[config.mk]
export PLATFORM = sky130hd
export DESIGN_NAME = fqtr_addr_gen
export DESIGN_NICKNAME = d
export VERILOG_FILES = /design/src/rtl/fqtr_pkg.sv /design/src/rtl/fqtr_addr_gen.sv
export SDC_FILE = /design/constraint.sdc
export NUM_CORES = 1
export LEC_CHECK = 0
export BUFFER_PORTS_ARGS = -buffer_cell sky130_fd_sc_hd__buf_4
export CORE_ASPECT_RATIO = 0.5
export CORE_MARGIN = 10
export CORE_UTILIZATION = 55
export CTS_CLUSTER_SIZE = 8
export DETAILED_ROUTE_END_ITERATION = 10
export PLACE_DENSITY = 0.74
export SLEW_MARGIN = 20
export SYNTH_ARGS = -nofsm -noshare
export SYNTH_HDL_FRONTEND = slang
export SYNTH_SLANG_ARGS = --single-unit
export TNS_END_PERCENT = 100
[constraint.sdc]
create_clock -name clk -period 24.3 [get_ports clk]
set_input_delay 2.43 -clock clk [delete_from_list [all_inputs] [get_ports clk]]
set_output_delay 2.43 -clock clk [all_outputs]
set_load 0.05 [all_outputs]
[src/rtl/fqtr_pkg.sv]
package fqtr_pkg;

  // geometry limits and element size
  localparam int MAX_WIDTH     = 256;
  localparam int MAX_HEIGHT    = 256;
  localparam int ELEMENT_BYTES = 4;

  // fixed field widths
  localparam int PIX_W     = 32;
  localparam int CFG_W     = 9;
  localparam int CFG_IDX_W = 2;
  localparam int TURN_W    = 2;

  // derived widths
  localparam int MAX_DIM   = (MAX_WIDTH > MAX_HEIGHT) ? MAX_WIDTH : MAX_HEIGHT;
  localparam int DEPTH     = MAX_WIDTH * MAX_HEIGHT;
  localparam int DIM_W     = $clog2(MAX_DIM + 1);
  localparam int POS_W     = (MAX_DIM > 1) ? $clog2(MAX_DIM) : 1;
  localparam int ADDR_W    = (DEPTH > 1) ? $clog2(DEPTH) : 1;
  localparam int CNT_W     = $clog2(DEPTH + 1);
  localparam int PROD_W    = 2 * DIM_W;

  // stored elements keep 8*ELEMENT_BYTES bits
  localparam logic [PIX_W-1:0] PIXEL_MASK = (ELEMENT_BYTES >= 4) ? {PIX_W{1'b1}} :
    PIX_W'((64'd1 << (8 * ELEMENT_BYTES)) - 64'd1);

  // register indexes
  localparam logic [CFG_IDX_W-1:0] REG_FRAME_WIDTH   = 2'd0;
  localparam logic [CFG_IDX_W-1:0] REG_FRAME_HEIGHT  = 2'd1;
  localparam logic [CFG_IDX_W-1:0] REG_QUARTER_TURNS = 2'd2;

  // rotation codes
  localparam logic [TURN_W-1:0] TURN_NONE = 2'd0;
  localparam logic [TURN_W-1:0] TURN_90   = 2'd1;
  localparam logic [TURN_W-1:0] TURN_180  = 2'd2;
  localparam logic [TURN_W-1:0] TURN_270  = 2'd3;

  // input kinds
  localparam logic KIND_LOAD  = 1'b0;
  localparam logic KIND_DRAIN = 1'b1;

  // store access issued by the address generator
  typedef struct packed {
    logic              vld;    // a result word follows
    logic              wr;     // write the element into the store
    logic [ADDR_W-1:0] addr;
    logic [PIX_W-1:0]  wdata;
    logic              rdy;    // frame_ready flag of the result
    logic              last;   // last_of_frame flag of the result
    logic              zero;   // result pixel forced to zero
  } fqtr_req_t;

  // zero reads as one, large values saturate
  function automatic logic [DIM_W-1:0] clamp_dim(input logic [CFG_W-1:0] v, input int maxv);
    logic [DIM_W-1:0] r;
    if (v == '0) begin
      r = DIM_W'(1);
    end else if (int'(v) > maxv) begin
      r = DIM_W'(maxv);
    end else begin
      r = DIM_W'(v);
    end
    return r;
  endfunction

endpackage

[src/rtl/fqtr_addr_gen.sv]
module fqtr_addr_gen (
  input  logic                                clk,
  input  logic                                rst_n,
  input  logic                                cfg_we,
  input  logic [fqtr_pkg::CFG_IDX_W-1:0]      cfg_index,
  input  logic [fqtr_pkg::CFG_W-1:0]          cfg_data,
  input  logic                                adv,
  input  logic                                in_valid,
  input  logic                                in_kind,
  input  logic [fqtr_pkg::PIX_W-1:0]          in_pixel,
  output fqtr_pkg::fqtr_req_t                 req_r
);
  import fqtr_pkg::*;

  logic [CFG_W-1:0]  width_r, height_r;
  logic [TURN_W-1:0] turns_r;
  logic [CNT_W-1:0]  load_cnt_r, load_cnt_nxt;
  logic              full_r, full_nxt;
  logic [POS_W-1:0]  row_r, row_nxt, col_r, col_nxt;
  fqtr_req_t         req_nxt;

  logic [DIM_W-1:0]  w, h, ow, oh, a_sel, b_sel, row_x, col_x, col_inc;
  logic [PROD_W-1:0] total, idx;
  logic              accept, swap, in_range, is_last, can_write;
  logic [CNT_W-1:0]  cnt_after;

  // configuration registers
  always_ff @(posedge clk) begin
    if (!rst_n) begin
      width_r  <= CFG_W'(256);
      height_r <= CFG_W'(256);
      turns_r  <= TURN_NONE;
    end else if (cfg_we) begin
      case (cfg_index)
        REG_FRAME_WIDTH:   width_r  <= cfg_data;
        REG_FRAME_HEIGHT:  height_r <= cfg_data;
        REG_QUARTER_TURNS: turns_r  <= cfg_data[TURN_W-1:0];
        default: ;
      endcase
    end
  end

  // plane geometry
  always_comb begin
    w     = clamp_dim(width_r, MAX_WIDTH);
    h     = clamp_dim(height_r, MAX_HEIGHT);
    total = PROD_W'(w) * PROD_W'(h);
    swap  = turns_r[0];
    ow    = swap ? h : w;
    oh    = swap ? w : h;
    row_x = DIM_W'(row_r);
    col_x = DIM_W'(col_r);
  end

  // source index of the current output position: a * w + b
  always_comb begin
    case (turns_r)
      TURN_90: begin
        a_sel = h - DIM_W'(1) - col_x;
        b_sel = row_x;
      end
      TURN_180: begin
        a_sel = h - DIM_W'(1) - row_x;
        b_sel = w - DIM_W'(1) - col_x;
      end
      TURN_270: begin
        a_sel = col_x;
        b_sel = w - DIM_W'(1) - row_x;
      end
      default: begin
        a_sel = row_x;
        b_sel = col_x;
      end
    endcase
    idx = PROD_W'(a_sel) * PROD_W'(w) + PROD_W'(b_sel);
  end

  // frame sequencing and store request
  always_comb begin
    accept    = in_valid && adv;
    in_range  = (row_x < oh) && (col_x < ow);
    is_last   = (row_x == oh - DIM_W'(1)) && (col_x == ow - DIM_W'(1));
    col_inc   = col_x + DIM_W'(1);
    can_write = PROD_W'(load_cnt_r) < total;
    cnt_after = can_write ? load_cnt_r + CNT_W'(1) : load_cnt_r;

    load_cnt_nxt = load_cnt_r;
    full_nxt     = full_r;
    row_nxt      = row_r;
    col_nxt      = col_r;

    req_nxt       = req_r;
    req_nxt.vld   = 1'b0;
    req_nxt.wr    = 1'b0;
    req_nxt.wdata = in_pixel & PIXEL_MASK;

    if (accept) begin
      if (in_kind == KIND_LOAD) begin
        req_nxt.addr = load_cnt_r[ADDR_W-1:0];
        if (!full_r) begin
          req_nxt.wr   = can_write;
          load_cnt_nxt = cnt_after;
          if (PROD_W'(cnt_after) >= total) begin
            full_nxt = 1'b1;
          end
        end
      end else begin
        req_nxt.vld  = 1'b1;
        req_nxt.addr = idx[ADDR_W-1:0];
        if (!full_r) begin
          req_nxt.zero = 1'b1;
          req_nxt.rdy  = 1'b0;
          req_nxt.last = 1'b0;
        end else if (!in_range) begin
          // geometry shrank under a loaded frame: close it out
          req_nxt.zero = 1'b1;
          req_nxt.rdy  = 1'b1;
          req_nxt.last = 1'b1;
          load_cnt_nxt = '0;
          full_nxt     = 1'b0;
          row_nxt      = '0;
          col_nxt      = '0;
        end else begin
          req_nxt.zero = 1'b0;
          req_nxt.rdy  = 1'b1;
          req_nxt.last = is_last;
          if (is_last) begin
            load_cnt_nxt = '0;
            full_nxt     = 1'b0;
            row_nxt      = '0;
            col_nxt      = '0;
          end else if (col_inc >= ow) begin
            col_nxt = '0;
            row_nxt = row_r + POS_W'(1);
          end else begin
            col_nxt = col_inc[POS_W-1:0];
          end
        end
      end
    end
  end

  // state and request registers
  always_ff @(posedge clk) begin
    if (!rst_n) begin
      load_cnt_r <= '0;
      full_r     <= 1'b0;
      row_r      <= '0;
      col_r      <= '0;
      req_r.vld  <= 1'b0;
      req_r.wr   <= 1'b0;
    end else if (adv) begin
      load_cnt_r <= load_cnt_nxt;
      full_r     <= full_nxt;
      row_r      <= row_nxt;
      col_r      <= col_nxt;
      req_r      <= req_nxt;
    end
  end

endmodule

==> qor.csv <==
metric,value,unit
run_status,completed,
drc,0,
grt_pass1_wl,65900,µm
worstSetupEndpointType,register,
synth_area,13700,µm²
ys_ff_latch,107,
fmax,0.106,GHz
cts_buffers,9,
dp.cells,1976,
dpl_cell_area,14700,µm²
synthArstFlopShare,0,
synthTopCellsByCount,"inv_1, ha_1, nor2_1",
layout.cells.non_filler,1992,
min_period,9.40,ns
hold_class,register to register,
cp_common_cell,a21oi_1,
required,24.59,ns
grt_pass1_vias,11808,
initialDrtViolationCount,1378,
cts_tree,done,
path_class,register to register,
rows,40,
io_pins,102,
die_h,132,µm
holdBufCountCts,0,
antenna_found_initial,0,
clockBufferDepth,2,
synth_top_flop_cell,dfxtp_1,
die_area,32000,µm²
synth_edf_count,51,
startpoint_type,register,
cts_resized,0,
core,24200,µm²
worst_pin_slew,1.21,ns
grt_max_degree,59,
clock_skew,0.0199,ns
cp_slowest_cell,nor2_1,
cts.sinks,107,
final_area,15000,µm²
viasPerCell,6.05,
p_leak,0.00687,µW
portBuffers,101,
num_vias,12055,
drtAntennaViolNets,0,
drt_pass1_iterations,7,
r2r_slack,14.90,ns
post_cts_buffers,0,
setup_viol_count_final,0,
synth_nets,1922,
clkTransAtPathRegs,0.09,ns
relSlewSlack,0.195,
htreeDepth,3,
fin_crit_sh,0.387,
critPathArrivalTime,9.69,ns
yosysWarnings,0,
ir_drop,0.0294,mV
drive_gt1_frac,0.101,
hpwl,33200,µm
slowest_delay,0.78,ns
ys_seq_area_frac,0.194,
clk_latency,0.40,ns
start_util,0.565,
cts-root-buf,clkbuf_16,
max_cap_viol_count,0,
postSynthAreaPerCell,8.55,µm²
fin_setup_tns,0,ns
yosysTopAreaCell,fa_1,
finalMaxSlewViolations,0,
yosys.cell_count.top_type,inv_1,
nets,1973,
rsz0062_at_grt,false,
synth_cell_types,76,
synth_top_cell_area_share,0.155,
powerDensity,30.2,nW/µm²
wl,41800,µm
syn_to_final_growth,9.71,%
grt_overflow,0,
gp_congestion,0.971,
ys_top_cells_by_area,"fa_1, ha_1, edfxtp_1",
crit_fanout,19,
hold_violations,0,
syn_inst,1600,
n_antenna_cell,0,
grt_usage,0.258,
wire_per_inst,21.0,µm
worst_hold_slack,0.561,ns
die_w,243,µm
## area by class of cell
type | count | area (µm²)
multi-input cells | 1209 | 9960
well taps | 336 | 420
clock inverters | 7 | 86.3
inverters | 204 | 766
fillers | 2113 | 9210
clock buffers | 9 | 225
flip-flops and latches | 107 | 2650
repair buffers | 120 | 901
## flip-flops by register name (all words and copies together), names as in the netlist
signal / count
load_cnt_r: 17
height_r: 9
turns_r: 2
full_r: 1
col_r: 8
row_r: 8
width_r: 9
req_r: 53
## worst paths after layout
check / from / to / cells after the start
worst min-delay path: width_r[0]$_SDFFE_PN0P_ / width_r[0]$_SDFFE_PN0P_ / 2
worst max-delay path: width_r[4]$_SDFFE_PN0P_ / full_r$_SDFFE_PN0P_ / 37
worst max register to register: width_r[4]$_SDFFE_PN0P_ / full_r$_SDFFE_PN0P_ / 37
worst min register to register: width_r[0]$_SDFFE_PN0P_ / width_r[0]$_SDFFE_PN0P_ / 2
## per-layer routing
metal	up-vias	GRT usage	share of wire	routed length, µm
li1	5576	-	-	-
met1	5807	0.345	0.43	18100
met2	587	0.387	0.43	17800
met3	85	0.0740	0.11	4540
met4	0	0.0946	0.033	1400
met5	-	0	0	0
## per-stage QoR
stage	setup slack, ns	power, µW	utilization
after global routing	14.21	470	0.620
final	14.90	454	0.620
after floorplan	15.67	264	-
after detailed placement	15.07	295	0.607
after CTS	15.00	456	0.620
after global placement	15.42	293	0.607
## critical path, delay by kind of cell, from the launching register on
family / cells / cell delay, ns
buf+inv: 4 / 0.83
compound gates: 20 / 3.38
flops: 1 / 0.39
fa+ha+maj: 7 / 2.50
xor+xnor: 1 / 0.12
simple gates: 4 / 1.68
mux: 1 / 0.38
## cells in the final DEF (no fill, tap or decap), drive strengths merged, types with 12 or more instances in the layout
master,n
a21o,16
a21oi,70
and2,25
and3,13
buf,120
dfxtp,56
edfxtp,51
fa,106
ha,167
inv,205
mux2,15
mux2i,44
nand2,143
nand2b,23
nand3,34
nand4,14
nor2,153
nor2b,22
nor3,23
nor4,13
o211ai,12
o21a,15
o21ai,49
or3,13
xnor2,49
xor2,30
## cells by family after synthesis
family	share of synthesized area
adder cells (fa/ha/maj)	0.308
buffers and inverters	0.0793
XOR/XNOR	0.0522
multiplexers	0.0462
AO/OA/AOI/OAI	0.139
flip-flops	0.194
AND/OR/NAND/NOR	0.182
## power by group
part | internal, µW | switching, µW | leakage (µW)
clock | 74.3 | 86.8 | 0.000151
sequential | 195 | 4.50 | 0.000928
combinational | 33.0 | 60.2 | 0.00579
total | 302 | 152 | 0.00687
Power figures use the tool's default switching activity.
